<file path="config.mk">
export PLATFORM = sky130hd
export DESIGN_NAME = left_to_right_expression_evaluator_top
export DESIGN_NICKNAME = d
export VERILOG_FILES = /design/src/rtl/core/lre_pkg.sv /design/src/rtl/core/left_to_right_expression_evaluator_top.sv /design/src/rtl/core/lre_front.sv /design/src/rtl/core/lre_fifo.sv /design/src/rtl/core/lre_back.sv
export SDC_FILE = /design/constraint.sdc
export NUM_CORES = 2
export LEC_CHECK = 0
export ABC_AREA = 1
export BUFFER_PORTS_ARGS = -buffer_cell sky130_fd_sc_hd__buf_2
export CORE_ASPECT_RATIO = 0.75
export CORE_MARGIN = 5
export CORE_UTILIZATION = 25
export DETAILED_ROUTE_END_ITERATION = 12
export GPL_TIMING_DRIVEN = 0
export PLACE_DENSITY_LB_ADDON = 0.1
export SYNTH_ARGS = -nofsm -noshare
export SYNTH_HDL_FRONTEND = slang
export SYNTH_SLANG_ARGS = --single-unit
</file>
<file path="constraint.sdc">
create_clock -name i_clk -period 6.81 [get_ports i_clk]
set_input_delay 0.3405 -clock i_clk [delete_from_list [all_inputs] [get_ports i_clk]]
set_output_delay 0.3405 -clock i_clk [all_outputs]
set_load 0.05 [all_outputs]
</file>
<file path="src/rtl/core/lre_pkg.sv">
// Shared types, constants and helper functions for the left-to-right
// expression evaluator. No dependencies.
package lre_pkg;

    localparam int DATA_WIDTH   = 32;
    localparam int RESULT_WIDTH = 32;
    localparam int QUEUE_DEPTH  = 4;
    localparam int QPTR_W       = $clog2(QUEUE_DEPTH);
    localparam int CNT_W        = $clog2(DATA_WIDTH);

    typedef logic [DATA_WIDTH-1:0] t_value;

    typedef enum logic [2:0] {
        OP_NONE,
        OP_ADD,
        OP_SUB,
        OP_MUL,
        OP_DIV
    } t_op;

    typedef enum logic [2:0] {
        K_DIGIT,
        K_SPACE,
        K_OTHER,
        K_OP,
        K_EQ
    } t_kind;

    typedef struct packed {
        t_kind      kind;
        logic [3:0] digit;
        t_op        op;
    } t_item;

    typedef struct packed {
        logic empty;
        logic full;
    } t_q_status;

    localparam logic [7:0] CH_PLUS  = 8'h2B;
    localparam logic [7:0] CH_MINUS = 8'h2D;
    localparam logic [7:0] CH_STAR  = 8'h2A;
    localparam logic [7:0] CH_SLASH = 8'h2F;
    localparam logic [7:0] CH_ZERO  = 8'h30;
    localparam logic [7:0] CH_NINE  = 8'h39;
    localparam logic [7:0] CH_SPACE = 8'h20;
    localparam logic [7:0] CH_TAB   = 8'h09;
    localparam logic [7:0] CH_CR    = 8'h0D;

    // Sort one input item into the class the back end acts on.
    function automatic t_item classify(logic cmd, logic [7:0] ch);
        t_item it;
        it.kind  = K_OTHER;
        it.digit = ch[3:0];
        it.op    = OP_NONE;
        if (cmd) begin
            it.kind = K_EQ;
        end else begin
            case (ch)
                CH_PLUS:  begin it.kind = K_OP; it.op = OP_ADD; end
                CH_MINUS: begin it.kind = K_OP; it.op = OP_SUB; end
                CH_STAR:  begin it.kind = K_OP; it.op = OP_MUL; end
                CH_SLASH: begin it.kind = K_OP; it.op = OP_DIV; end
                default: begin
                    if (ch >= CH_ZERO && ch <= CH_NINE) begin
                        it.kind = K_DIGIT;
                    end else if (ch == CH_SPACE || (ch >= CH_TAB && ch <= CH_CR)) begin
                        it.kind = K_SPACE;
                    end else begin
                        it.kind = K_OTHER;
                    end
                end
            endcase
        end
        return it;
    endfunction

    // Sign-extend or truncate a working value to the result width.
    function automatic logic signed [RESULT_WIDTH-1:0] to_result(t_value v);
        return RESULT_WIDTH'(signed'(v));
    endfunction

endpackage

</file>
<file path="src/rtl/core/left_to_right_expression_evaluator_top.sv">
// Top level of the left-to-right expression evaluator.
// Depends on lre_pkg, lre_front, lre_fifo and lre_back.
//
// Usage:
//   Input channel (i_in_valid / o_in_stall): one item per handshake, either
//   an expression character (i_cmd = 0, ASCII in i_char_code) or equals
//   (i_cmd = 1). Digits build a decimal number; + - * / combine the running
//   value with that number strictly left to right, no precedence.
//   Output channel (o_out_valid / i_out_stall): one signed 32-bit item in
//   o_result for each equals; after it all state is cleared.
//   Timing: the front end classifies each item into a four-entry queue and
//   the back end drains it. Characters, + - * and equals after + - * are
//   handled in the idle state; equals waits there while a stalled result is
//   pending, and its result is registered when it is taken. An operator or
//   equals that closes a division runs the one-bit-per-cycle restoring
//   divider (S_DIV, then S_FIX), and equals then passes S_EMIT to emit.
//   Division by zero gives 0; the most negative value over -1 wraps.
//   Reset (synchronous, active low) empties the queue, clears the FSM state,
//   value, number and operator, and drops the result valid.
//   While the receiver stalls, hold the result; the back end keeps working
//   on characters, and the queue still takes items until it is full.
module left_to_right_expression_evaluator_top (
    input  logic                                    i_clk,
    input  logic                                    i_rst_n,
    input  logic                                    i_in_valid,
    output logic                                    o_in_stall,
    input  logic                                    i_cmd,
    input  logic [7:0]                              i_char_code,
    output logic                                    o_out_valid,
    input  logic                                    i_out_stall,
    output logic signed [lre_pkg::RESULT_WIDTH-1:0] o_result
);
    import lre_pkg::*;

    t_item     push_item;
    t_item     head_item;
    t_q_status q_status;
    logic      push;
    logic      pop;

    // Classify and push accepted items.
    lre_front u_front (
        .i_in_valid  (i_in_valid),
        .i_cmd       (i_cmd),
        .i_char_code (i_char_code),
        .i_q_status  (q_status),
        .o_in_stall  (o_in_stall),
        .o_push      (push),
        .o_item      (push_item)
    );

    // Decouple the front end from the slow back end.
    lre_fifo u_fifo (
        .i_clk    (i_clk),
        .i_rst_n  (i_rst_n),
        .i_push   (push),
        .i_item   (push_item),
        .i_pop    (pop),
        .o_item   (head_item),
        .o_status (q_status)
    );

    // Execute items and hold the result register.
    lre_back u_back (
        .i_clk       (i_clk),
        .i_rst_n     (i_rst_n),
        .i_item      (head_item),
        .i_q_status  (q_status),
        .o_pop       (pop),
        .i_out_stall (i_out_stall),
        .o_out_valid (o_out_valid),
        .o_result    (o_result)
    );

endmodule

</file>
<file path="src/rtl/core/lre_front.sv">
// Front end: takes input items and classifies them for the queue.
// Depends on lre_pkg.
module lre_front (
    input  logic               i_in_valid,
    input  logic               i_cmd,
    input  logic [7:0]         i_char_code,
    input  lre_pkg::t_q_status i_q_status,
    output logic               o_in_stall,
    output logic               o_push,
    output lre_pkg::t_item     o_item
);
    import lre_pkg::*;

    // Stall while the queue is full; push every accepted item.
    assign o_in_stall = i_q_status.full;
    assign o_push     = i_in_valid && !i_q_status.full;
    assign o_item     = classify(i_cmd, i_char_code);

endmodule

</file>
<file path="src/rtl/core/lre_fifo.sv">
// Short queue of classified items between front and back end.
// Depends on lre_pkg.
module lre_fifo (
    input  logic               i_clk,
    input  logic               i_rst_n,
    input  logic               i_push,
    input  lre_pkg::t_item     i_item,
    input  logic               i_pop,
    output lre_pkg::t_item     o_item,
    output lre_pkg::t_q_status o_status
);
    import lre_pkg::*;

    t_item             r_mem [QUEUE_DEPTH];
    logic [QPTR_W-1:0] r_wr_ptr, n_wr_ptr;
    logic [QPTR_W-1:0] r_rd_ptr, n_rd_ptr;
    logic [QPTR_W:0]   r_count,  n_count;
    logic              do_push, do_pop;

    assign o_status.empty = (r_count == '0);
    assign o_status.full  = (r_count == (QPTR_W+1)'(QUEUE_DEPTH));
    assign o_item         = r_mem[r_rd_ptr];

    assign do_push = i_push && !o_status.full;
    assign do_pop  = i_pop && !o_status.empty;

    always_comb begin
        n_wr_ptr = do_push ? r_wr_ptr + 1'b1 : r_wr_ptr;
        n_rd_ptr = do_pop  ? r_rd_ptr + 1'b1 : r_rd_ptr;
        n_count  = r_count;
        if (do_push && !do_pop) begin
            n_count = r_count + 1'b1;
        end else if (do_pop && !do_push) begin
            n_count = r_count - 1'b1;
        end
    end

    always_ff @(posedge i_clk) begin
        if (do_push) begin
            r_mem[r_wr_ptr] <= i_item;
        end
        if (!i_rst_n) begin
            r_wr_ptr <= '0;
            r_rd_ptr <= '0;
            r_count  <= '0;
        end else begin
            r_wr_ptr <= n_wr_ptr;
            r_rd_ptr <= n_rd_ptr;
            r_count  <= n_count;
        end
    end

endmodule

</file>
<file path="src/rtl/core/lre_back.sv">
// Back end: number building, operator execution, iterative divider and
// the result register. Depends on lre_pkg.
module lre_back (
    input  logic                                   i_clk,
    input  logic                                   i_rst_n,
    input  lre_pkg::t_item                         i_item,
    input  lre_pkg::t_q_status                     i_q_status,
    output logic                                   o_pop,
    input  logic                                   i_out_stall,
    output logic                                   o_out_valid,
    output logic signed [lre_pkg::RESULT_WIDTH-1:0] o_result
);
    import lre_pkg::*;

    typedef enum logic [1:0] {
        S_IDLE,
        S_DIV,
        S_FIX,
        S_EMIT
    } t_state;

    t_state     r_state,   n_state;
    t_value     r_left,    n_left;
    t_value     r_num,     n_num;
    t_op        r_op,      n_op;
    logic       r_started, n_started;
    logic       r_ended,   n_ended;
    logic       r_is_eq,   n_is_eq;
    logic       r_neg,     n_neg;
    logic       r_den_zero, n_den_zero;
    t_value     r_rem,     n_rem;
    t_value     r_quo,     n_quo;
    t_value     r_den,     n_den;
    logic [CNT_W-1:0] r_cnt, n_cnt;
    logic       r_out_valid, n_out_valid;
    logic signed [RESULT_WIDTH-1:0] r_out_result, n_out_result;

    t_value               apply_val;
    t_value               prod;
    t_value               left_mag, num_mag;
    t_value               num_x10;
    logic [DATA_WIDTH:0]  rem_sh;
    logic [DATA_WIDTH:0]  diff;
    t_value               quo_fix;
    logic                 out_free;

    assign out_free    = !r_out_valid || !i_out_stall;
    assign o_out_valid = r_out_valid;
    assign o_result    = r_out_result;

    assign prod     = r_left * r_num;
    assign left_mag = r_left[DATA_WIDTH-1] ? t_value'(-r_left) : r_left;
    assign num_mag  = r_num[DATA_WIDTH-1]  ? t_value'(-r_num)  : r_num;
    assign num_x10  = t_value'({r_num, 3'b000}) + t_value'({r_num, 1'b0});
    assign rem_sh   = {r_rem, r_quo[DATA_WIDTH-1]};
    assign diff     = rem_sh - {1'b0, r_den};
    assign quo_fix  = r_den_zero ? '0 : (r_neg ? t_value'(-r_quo) : r_quo);

    always_comb begin
        case (r_op)
            OP_ADD:  apply_val = r_left + r_num;
            OP_SUB:  apply_val = r_left - r_num;
            OP_MUL:  apply_val = prod;
            default: apply_val = r_num;
        endcase
    end

    always_comb begin
        n_state      = r_state;
        n_left       = r_left;
        n_num        = r_num;
        n_op         = r_op;
        n_started    = r_started;
        n_ended      = r_ended;
        n_is_eq      = r_is_eq;
        n_neg        = r_neg;
        n_den_zero   = r_den_zero;
        n_rem        = r_rem;
        n_quo        = r_quo;
        n_den        = r_den;
        n_cnt        = r_cnt;
        n_out_valid  = r_out_valid && i_out_stall;
        n_out_result = r_out_result;
        o_pop        = 1'b0;

        case (r_state)
            S_IDLE: begin
                if (!i_q_status.empty) begin
                    case (i_item.kind)
                        K_DIGIT: begin
                            o_pop = 1'b1;
                            if (!r_ended) begin
                                n_num     = num_x10 + t_value'(i_item.digit);
                                n_started = 1'b1;
                            end
                        end
                        K_SPACE: begin
                            o_pop = 1'b1;
                            if (r_started) begin
                                n_ended = 1'b1;
                            end
                        end
                        K_OTHER: begin
                            o_pop   = 1'b1;
                            n_ended = 1'b1;
                        end
                        K_OP, K_EQ: begin
                            if (r_op == OP_DIV) begin
                                // Start the divider on magnitudes; fix the sign at the end.
                                o_pop      = 1'b1;
                                n_state    = S_DIV;
                                n_is_eq    = (i_item.kind == K_EQ);
                                n_neg      = r_left[DATA_WIDTH-1] ^ r_num[DATA_WIDTH-1];
                                n_den_zero = (r_num == '0);
                                n_den      = num_mag;
                                n_quo      = left_mag;
                                n_rem      = '0;
                                n_cnt      = CNT_W'(DATA_WIDTH - 1);
                                n_op       = (i_item.kind == K_EQ) ? OP_NONE : i_item.op;
                                n_num      = '0;
                                n_started  = 1'b0;
                                n_ended    = 1'b0;
                            end else if (i_item.kind == K_OP) begin
                                o_pop     = 1'b1;
                                n_left    = apply_val;
                                n_op      = i_item.op;
                                n_num     = '0;
                                n_started = 1'b0;
                                n_ended   = 1'b0;
                            end else if (out_free) begin
                                o_pop        = 1'b1;
                                n_out_valid  = 1'b1;
                                n_out_result = to_result(apply_val);
                                n_left       = '0;
                                n_op         = OP_NONE;
                                n_num        = '0;
                                n_started    = 1'b0;
                                n_ended      = 1'b0;
                            end
                        end
                        default: begin
                            o_pop = 1'b1;
                        end
                    endcase
                end
            end
            S_DIV: begin
                // One restoring step per cycle.
                if (!diff[DATA_WIDTH]) begin
                    n_rem = diff[DATA_WIDTH-1:0];
                end else begin
                    n_rem = rem_sh[DATA_WIDTH-1:0];
                end
                n_quo = {r_quo[DATA_WIDTH-2:0], !diff[DATA_WIDTH]};
                if (r_cnt == '0) begin
                    n_state = S_FIX;
                end else begin
                    n_cnt = r_cnt - 1'b1;
                end
            end
            S_FIX: begin
                n_left  = quo_fix;
                n_state = r_is_eq ? S_EMIT : S_IDLE;
            end
            S_EMIT: begin
                if (out_free) begin
                    n_out_valid  = 1'b1;
                    n_out_result = to_result(r_left);
                    n_left       = '0;
                    n_state      = S_IDLE;
                end
            end
            default: begin
                n_state = S_IDLE;
            end
        endcase
    end

    always_ff @(posedge i_clk) begin
        r_neg        <= n_neg;
        r_den_zero   <= n_den_zero;
        r_rem        <= n_rem;
        r_quo        <= n_quo;
        r_den        <= n_den;
        r_cnt        <= n_cnt;
        r_out_result <= n_out_result;
        if (!i_rst_n) begin
            r_state     <= S_IDLE;
            r_left      <= '0;
            r_num       <= '0;
            r_op        <= OP_NONE;
            r_started   <= 1'b0;
            r_ended     <= 1'b0;
            r_is_eq     <= 1'b0;
            r_out_valid <= 1'b0;
        end else begin
            r_state     <= n_state;
            r_left      <= n_left;
            r_num       <= n_num;
            r_op        <= n_op;
            r_started   <= n_started;
            r_ended     <= n_ended;
            r_is_eq     <= n_is_eq;
            r_out_valid <= n_out_valid;
        end
    end

    a_div_exit : assert property (@(posedge i_clk) disable iff (!i_rst_n)
        r_state == S_DIV |=> (r_state == S_DIV || r_state == S_FIX))
        else $error("divider left its loop early");

    a_pop_idle : assert property (@(posedge i_clk) disable iff (!i_rst_n)
        o_pop |-> (r_state == S_IDLE && !i_q_status.empty))
        else $error("item taken from queue outside idle or while empty");

    a_emit_hold : assert property (@(posedge i_clk) disable iff (!i_rst_n)
        (r_state == S_EMIT && r_out_valid && i_out_stall) |=> r_state == S_EMIT)
        else $error("pending result lost while output stalled");

    a_eq_clear : assert property (@(posedge i_clk) disable iff (!i_rst_n)
        (o_pop && i_item.kind == K_EQ && r_op != OP_DIV)
        |=> (r_out_valid && r_op == OP_NONE && r_num == '0))
        else $error("equals did not give a result and clear state");

endmodule

</file>
Yosys cells after proc, flatten, opt, wreduce, memory -nomap -nowiden
Memory sizes are Yosys's and may differ from the RTL's. A register that Yosys moved wholly into a read port is not among the register bits.
Cells that the tools add are included.
- register bits: 215
- bits in writable memories: 40
- input bits: 13
- output and inout bits: 34
- memories kept: 1
- memory list (name ; depth ; width ; read ports ; clocked after memory_dff ; wr ports ; RTL line ; source):
    u_fifo.r_mem ; 4 ; 10 ; 1 ; 1 ; 1 ; lre_fifo.sv:14 ; t_item r_mem [QUEUE_DEPTH];
- add/subtract/negate cells: 13
- multipliers: 1
- magnitude comparators: 4
- equality and inequality tests: 29
- muxes and demuxes: 79
- bitwise logic cells: 2
- reduce and logical (&&, ||, !) cells: 40
- operator list (operator ; count):
    2-to-1 mux 32 bit ; 25
    case mux 32 bit (2 select lines) ; 4
    case mux 32 bit (3 select lines) ; 2
    negation 32 bit ; 3
    adder 32 bit ; 2
    == test 8 x 6 -> 1 bit, second input constant ; 5
    subtractor 33 x 32 -> 33 bit ; 1
    adder 32 x 4 -> 32 bit ; 1
    logical NOT 32 bit ; 1
    multiplier 32 x 32 -> 32 bit ; 1
    subtractor 32 bit ; 1
    2-to-1 mux 31 bit ; 1
    2-to-1 mux 3 bit ; 10
    2-to-1 mux 5 bit ; 4
    AND reduction 5 bit ; 4
    2-to-1 mux 1 bit ; 18
    2-to-1 mux 2 bit ; 9
    AND reduction 4 bit ; 4
    == test 3 x 2 -> 1 bit, second input constant ; 4
    != test 2 bit, second input constant ; 6
    case mux 3 bit (4 select lines) ; 1
    != test 2 x 1 -> 1 bit, second input constant ; 5
    case mux 5 bit (2 select lines) ; 1
    == test 3 bit, second input constant ; 3
    other kinds (28) ; 52

Depth between registers and ports, before layout
- depth after elaboration: 12
- mapped depth: 41

Hierarchy
From an unflattened synthesis, not the netlist that was laid out.
- cells, all modules: 4993
- area total of the unflattened synthesis: 36438.7 µm²
- by module, submodules not included (module ; times used ; cells an instance ; area an instance (µm²) ; seq. area each (µm²)):
    lre_back ; 1 ; 4779 ; 34209.1 ; 5515.3
    lre_fifo ; 1 ; 167 ; 1984.4 ; 1381.3
    lre_front ; 1 ; 47 ; 245.2 ; 0.0

Worst setup path before layout
No wires, ideal clock.
- kind: register -> register
- start: reg u_back.r_num[6]
- end: reg u_back.r_out_result[26] (netlist: u_back.o_result[26]) (data pin)
- setup time: 253 ps
- arrival time: 6684 ps
- required time: 6557 ps
- slack: -127 ps
- stages on the path, launching flop included: 30
- buffers on the path: 2
- period minus slack after synthesis: 6937 ps
- cells stage by stage: dfxtp_1 -> clkbuf_1 -> clkbuf_1 -> nand2_1 -> inv_1 -> fa_1 -> fa_1 -> fa_1 -> inv_1 -> fa_1 -> inv_1 -> fa_1 -> inv_1 -> fa_1 -> inv_1 -> fa_1 -> fa_1 -> ha_1 -> nand4_1 -> inv_1 -> a21oi_1 -> nand3_1 -> a21o_1 -> nand2_1 -> nand2_1 -> or2_2 -> nand3_1 -> nand3_1 -> nand2_1 -> nand2_1
- longest elaborated chain between the ends: 8
- elaborated cells between the ends (all ways): 10
- those cells by class: add/sub: 2; mul: 1; mux: 7
- RTL lines (what ; RTL line ; source):
    start: declaration ; lre_back.sv:24 ; t_value r_num, n_num;
    start signal: assignment ; lre_back.sv:199 ; r_num <= n_num;
    multiplier 32 x 32 -> 32 bit (tied with other cells) ; lre_back.sv:51 ; assign prod = r_left * r_num;
    case mux 32 bit (3 select lines) (*) ; lre_back.sv:60 ; case (r_op)
    2-to-1 mux 32 bit (*) ; lre_back.sv:130 ; end else if (out_free) begin
    2-to-1 mux 32 bit (*) ; lre_back.sv:123 ; end else if (i_item.kind == K_OP) begin
    2-to-1 mux 32 bit (*) ; lre_back.sv:108 ; if (r_op == OP_DIV) begin
    2-to-1 mux 32 bit (*) ; lre_back.sv:89 ; case (i_item.kind)
    2-to-1 mux 32 bit (*) ; lre_back.sv:88 ; if (!i_q_status.empty) begin
    case mux 32 bit (2 select lines) (*) ; lre_back.sv:86 ; case (r_state)
    named net u_back.n_out_result[26] ; lre_back.sv:36 ; logic signed [RESULT_WIDTH-1:0] r_out_result, n_out_result;
    end signal: assignment ; lre_back.sv:186 ; r_out_result <= n_out_result;
    end: declaration ; lre_back.sv:36 ;
The timed path passes the listed nets; every way through them passes the cells marked *. The select of a mux whose other input is x is not followed.
A chain may end at the register's enable or synchronous reset.

Worst setup path in the final report
- start: reg u_back.r_left[26]
- end: reg u_back.r_out_result[30] (netlist: u_back.o_result[30]) (data pin)
- longest elaborated chain between the ends: 8
- elaborated cells between the ends (all ways): 10
- those cells by class: add/sub: 2; mul: 1; mux: 7
- RTL lines (what ; RTL line ; source):
    start: declaration ; lre_back.sv:23 ; t_value r_left, n_left;
    start signal: assignment ; lre_back.sv:198 ; r_left <= n_left;
    multiplier 32 x 32 -> 32 bit (tied with other cells) ; lre_back.sv:51 ;
    case mux 32 bit (3 select lines) (*) ; lre_back.sv:60 ;
    2-to-1 mux 32 bit (*) ; lre_back.sv:130 ;
    2-to-1 mux 32 bit (*) ; lre_back.sv:123 ;
    2-to-1 mux 32 bit (*) ; lre_back.sv:108 ;
    2-to-1 mux 32 bit (*) ; lre_back.sv:89 ;
    2-to-1 mux 32 bit (*) ; lre_back.sv:88 ;
    case mux 32 bit (2 select lines) (*) ; lre_back.sv:86 ;
    named net u_back.n_out_result[30] ; lre_back.sv:36 ;
Marked as above.

==> run_summary.xml <==
<?xml version="1.0" encoding="UTF-8"?>
<metrics>
  <group name="status">
    <metric name="status" unit="">finished with violations</metric>
    <metric name="violations" unit="">setup timing</metric>
  </group>
  <group name="cells_and_area">
    <metric name="synthToLayoutAreaGrowth" unit="%">23.0</metric>
    <metric name="layoutNonFillerInstCount" unit="">7112</metric>
    <metric name="filler_cell_count" unit="">15700</metric>
    <metric name="final_nets" unit="">5866</metric>
    <metric name="drive_gt1_frac" unit="">0.153</metric>
  </group>
  <group name="hold_path">
    <metric name="hold_start" unit="">i_char_code[3]</metric>
    <metric name="min-delay-path-class" unit="">input port to flip-flop</metric>
  </group>
  <group name="route">
    <metric name="ant_nets" unit="">0</metric>
    <metric name="drt_first_iter_violations" unit="">3372</metric>
    <metric name="number_of_detailed_route_iterations_in_the_first_pass" unit="">6</metric>
    <metric name="route.final.wire_length" unit="mm">175</metric>
    <metric name="drc" unit="">0</metric>
    <metric name="vias" unit="">34200</metric>
    <metric name="avgViaCountPerCell" unit="">4.81</metric>
    <metric name="route.detailed.wl_per_inst" unit="um">24.6</metric>
  </group>
  <group name="placed_design">
    <metric name="io_buffer_count" unit="">46</metric>
    <metric name="place_inst" unit="">6916</metric>
    <metric name="dp_slack" unit="ns">-3.06</metric>
    <metric name="gp_congestion" unit="">0.986</metric>
    <metric name="dpl.hpwl" unit="mm">141</metric>
  </group>
  <group name="synth">
    <metric name="share_of_synthesized_registers_carrying_an_async_set_or_reset" unit="">0</metric>
    <metric name="synth_area" unit="um^2">36200</metric>
    <metric name="postSynth.topFlopCell" unit="">sky130_fd_sc_hd__edfxtp_1</metric>
    <metric name="synth-seq-area-share" unit="">0.190</metric>
    <metric name="post-synth-top-area-fraction" unit="">0.228</metric>
    <metric name="yosys_warnings" unit="">0</metric>
    <metric name="syn_nets" unit="">5639</metric>
    <metric name="count_of_flip_flops_with_a_built_in_enable_after_synthesis" unit="">175</metric>
    <metric name="yosysMostFrequentCell" unit="">sky130_fd_sc_hd__nand2_1</metric>
    <metric name="synth.lib_cells_used.distinct" unit="">61</metric>
    <metric name="syn_avg_cell_area" unit="um^2">7.32</metric>
    <metric name="ys_seq_elements" unit="">257</metric>
    <metric name="yosys.area.top_type" unit="">sky130_fd_sc_hd__fa_1</metric>
    <metric name="post_synth_most_frequent_cells" unit="">1176 x sky130_fd_sc_hd__nand2_1, 1026 x sky130_fd_sc_hd__inv_1, 413 x sky130_fd_sc_hd__fa_1</metric>
    <metric name="synthesis.instances" unit="">4954</metric>
    <metric name="synth_top_cells_by_area" unit="">sky130_fd_sc_hd__fa_1 23%, sky130_fd_sc_hd__edfxtp_1 15%, sky130_fd_sc_hd__nand2_1 12%, sky130_fd_sc_hd__inv_1 11%, sky130_fd_sc_hd__ha_1 8.9%</metric>
  </group>
  <group name="clocking">
    <metric name="cts_inserted_buffers" unit="">29</metric>
    <metric name="worst_setup_hold_path_clk_slew" unit="ns">0.07</metric>
    <metric name="holdBufCountCts" unit="">0</metric>
    <metric name="cts_tree" unit="">done</metric>
    <metric name="ctsRootBufferMaster" unit="">sky130_fd_sc_hd__clkbuf_16</metric>
    <metric name="cts_htree_levels" unit="">1</metric>
    <metric name="clk_latency" unit="ns">0.62</metric>
    <metric name="cts-root-to-sink-buffers" unit="">3</metric>
    <metric name="tritoncts_num_sinks" unit="">257</metric>
  </group>
  <group name="setup_path">
    <metric name="critical_path.startpoint" unit="">u_back.r_left[26]</metric>
    <metric name="timing_worst_setup_path_type" unit="">flip-flop to flip-flop</metric>
    <metric name="crit_fanout" unit="">10</metric>
    <metric name="critical_path.startpoint_type" unit="">flip-flop</metric>
    <metric name="cp_slowest_stage_delay" unit="ns">0.60</metric>
    <metric name="cp_top_family" unit="">adder cells</metric>
    <metric name="critical_path_required" unit="ns">7.16</metric>
    <metric name="cp.buffers_inverters" unit="">5</metric>
    <metric name="cpMostUsedCell" unit="">sky130_fd_sc_hd__fa_1</metric>
    <metric name="arrival" unit="ns">7.51</metric>
    <metric name="worst-r2r-cell-count" unit="">25</metric>
    <metric name="critPathCapture" unit="">u_back.o_result[30]</metric>
    <metric name="worstReg2RegStart" unit="">u_back.r_left[26]</metric>
    <metric name="reg_to_reg_slack_setup" unit="ns">-0.35</metric>
    <metric name="worstReg2RegEnd" unit="">u_back.o_result[30]</metric>
    <metric name="timing.critical_path.to_type" unit="">flip-flop</metric>
    <metric name="worst-path-stages" unit="">25</metric>
    <metric name="crit_path_top_delay_cell" unit="">sky130_fd_sc_hd__fa_1</metric>
  </group>
  <group name="floorplan">
    <metric name="die_area" unit="um^2">153000</metric>
    <metric name="die_x" unit="um">450</metric>
    <metric name="start_util" unit="">0.251</metric>
    <metric name="number_of_top_level_pins" unit="">47</metric>
    <metric name="floorplan.core_area" unit="um^2">145000</metric>
    <metric name="die_h" unit="um">340</metric>
    <metric name="floorplan.rows" unit="">121</metric>
  </group>
  <group name="timing">
    <metric name="setup_slack" unit="ns">-0.349</metric>
    <metric name="setup_tns" unit="ns">-4.11</metric>
    <metric name="unrepaired_setup_endpoints_after_global_routing" unit="">true</metric>
    <metric name="clock-skew-final" unit="ns">0.0509</metric>
    <metric name="finalSetupViolCount" unit="">22</metric>
    <metric name="achievable_freq" unit="GHz">0.140</metric>
    <metric name="period_share" unit="">1.05</metric>
    <metric name="report.final.slew_viol_count" unit="">0</metric>
    <metric name="worstMarginPinSlew" unit="ns">1.15</metric>
    <metric name="finalHoldViolations" unit="">0</metric>
    <metric name="slew_headroom" unit="">0.224</metric>
    <metric name="min_period" unit="ns">7.16</metric>
  </group>
  <group name="global_routing">
    <metric name="antenna_found_initial" unit="">15</metric>
    <metric name="total_routing_usage_reported_by_global_routing" unit="">0.223</metric>
    <metric name="grt_pass1_vias" unit="">33000</metric>
    <metric name="remaining_global_route_overflow" unit="">0</metric>
    <metric name="grt_pass1_wl" unit="mm">246</metric>
    <metric name="grt_start_max_net_pins" unit="">26</metric>
  </group>
  <group name="pwr">
    <metric name="power.static_leakage" unit="uW">0.0226</metric>
    <metric name="peakVddDrop" unit="mV">0.211</metric>
    <metric name="powerDensity" unit="nW/um^2">293</metric>
    <metric name="p_total" unit="uW">13100</metric>
  </group>
  <group name="job">
    <metric name="maxCapViolations" unit="">0</metric>
  </group>
</metrics>
logic make-up (layout without fill, tap and decap cells):
group,count (synthesis),count (layout),synth area share
AO/OA/AOI/OAI,895,895,0.137
XOR/XNOR,89,89,0.0215
adder cells (fa/ha/maj),672,672,0.318
buffers and inverters,1277,1527,0.134
flip-flops,257,257,0.190
other,0,2,0
AND/OR/NAND/NOR,1764,1764,0.199
flip-flops by register name (all words and copies together) (netlist names), named ones only:
name,flops
u_back.r_cnt,5
u_back.r_started,1
u_back.r_num,32
u_back.r_state,2
u_back.r_quo,32
u_fifo.r_wr_ptr,2
u_fifo.r_count,3
u_back.r_left,32
u_back.r_den_zero,1
u_back.r_neg,1
u_back.r_rem,32
u_back.o_result,32
u_back.r_op,3
u_back.r_is_eq,1
u_back.o_out_valid,1
u_fifo.r_rd_ptr,2
u_fifo.r_mem,40
u_back.r_den,32
u_back.r_ended,1
power by group:
group          switching, uW  total (uW)  internal (uW)
logic                   6330        9160           2830
registers                215        2150           1930
clock network            750        1780           1030
cells in the final DEF, fill, tap and decap left out, drive strengths merged, types with 38 or more instances in the layout:
cell,instances
nand2,1184
inv,1033
fa,413
o21ai,379
a21oi,334
buf,290
nor2,272
ha,259
clkbuf,178
edfxtp,175
nand3,175
dfxtp,82
xor2,51
nor3,51
xnor2,38
metal layers:
| layer | track usage | up-vias | routed length (um) |
|---|---|---|---|
| met1 | 0.352 | 16800 | 89000 |
| met4 | 0.0541 | 6 | 4820 |
| li1 | - | 16000 | - |
| met2 | 0.292 | 1245 | 64900 |
| met3 | 0.0628 | 150 | 16400 |
| met5 | 0 | - | 35 |
through the flow:
stage | utilization | hold WS, ns | instance area [um^2]
detailed placement | 0.270 | 0.461 | 39000
finish | 0.308 | 0.0388 | 44600
floorplan | - | 0.436 | 36200
global placement | 0.269 | 0.461 | 38900
CTS | 0.301 | 0.0113 | 43500
global route | 0.308 | 0.0267 | 44600
what timing repair did:
item                                    in CTS  in global routing
setup buffers                              105                 52
endpoints found under the setup margin      50                 45
gates resized for setup                    763                285
cloned                                       1                  3
pin swaps                                   87                180
cell type report:
cell class	instances	area, um^2	area share
inverters	1036	3900	0.0874
well taps	1906	2380	0.0535
flip-flops and latches	257	7030	0.158
plain buffers	222	2440	0.0546
multi-input cells	3420	26000	0.583
clock buffers	31	753	0.0169
repair buffers	215	1790	0.0402
clock inverters	23	273	0.00612
diodes	2	5.00	0.000112
worst min-delay path by stage:
stage / end / cells past startpoint / slack (ns)
floorplan: flip-flop / 2 / 0.44
global placement: u_fifo.r_rd_ptr[1] / 2 / 0.46
detailed placement: flip-flop / 2 / 0.46
CTS: u_fifo.r_mem[1][6] / 1 / 0.01
global route: u_fifo.r_mem[1][6] / 1 / 0.03
finish: u_fifo.r_mem[1][6] / 1 / 0.04
(Power assumes the default switching activity.)
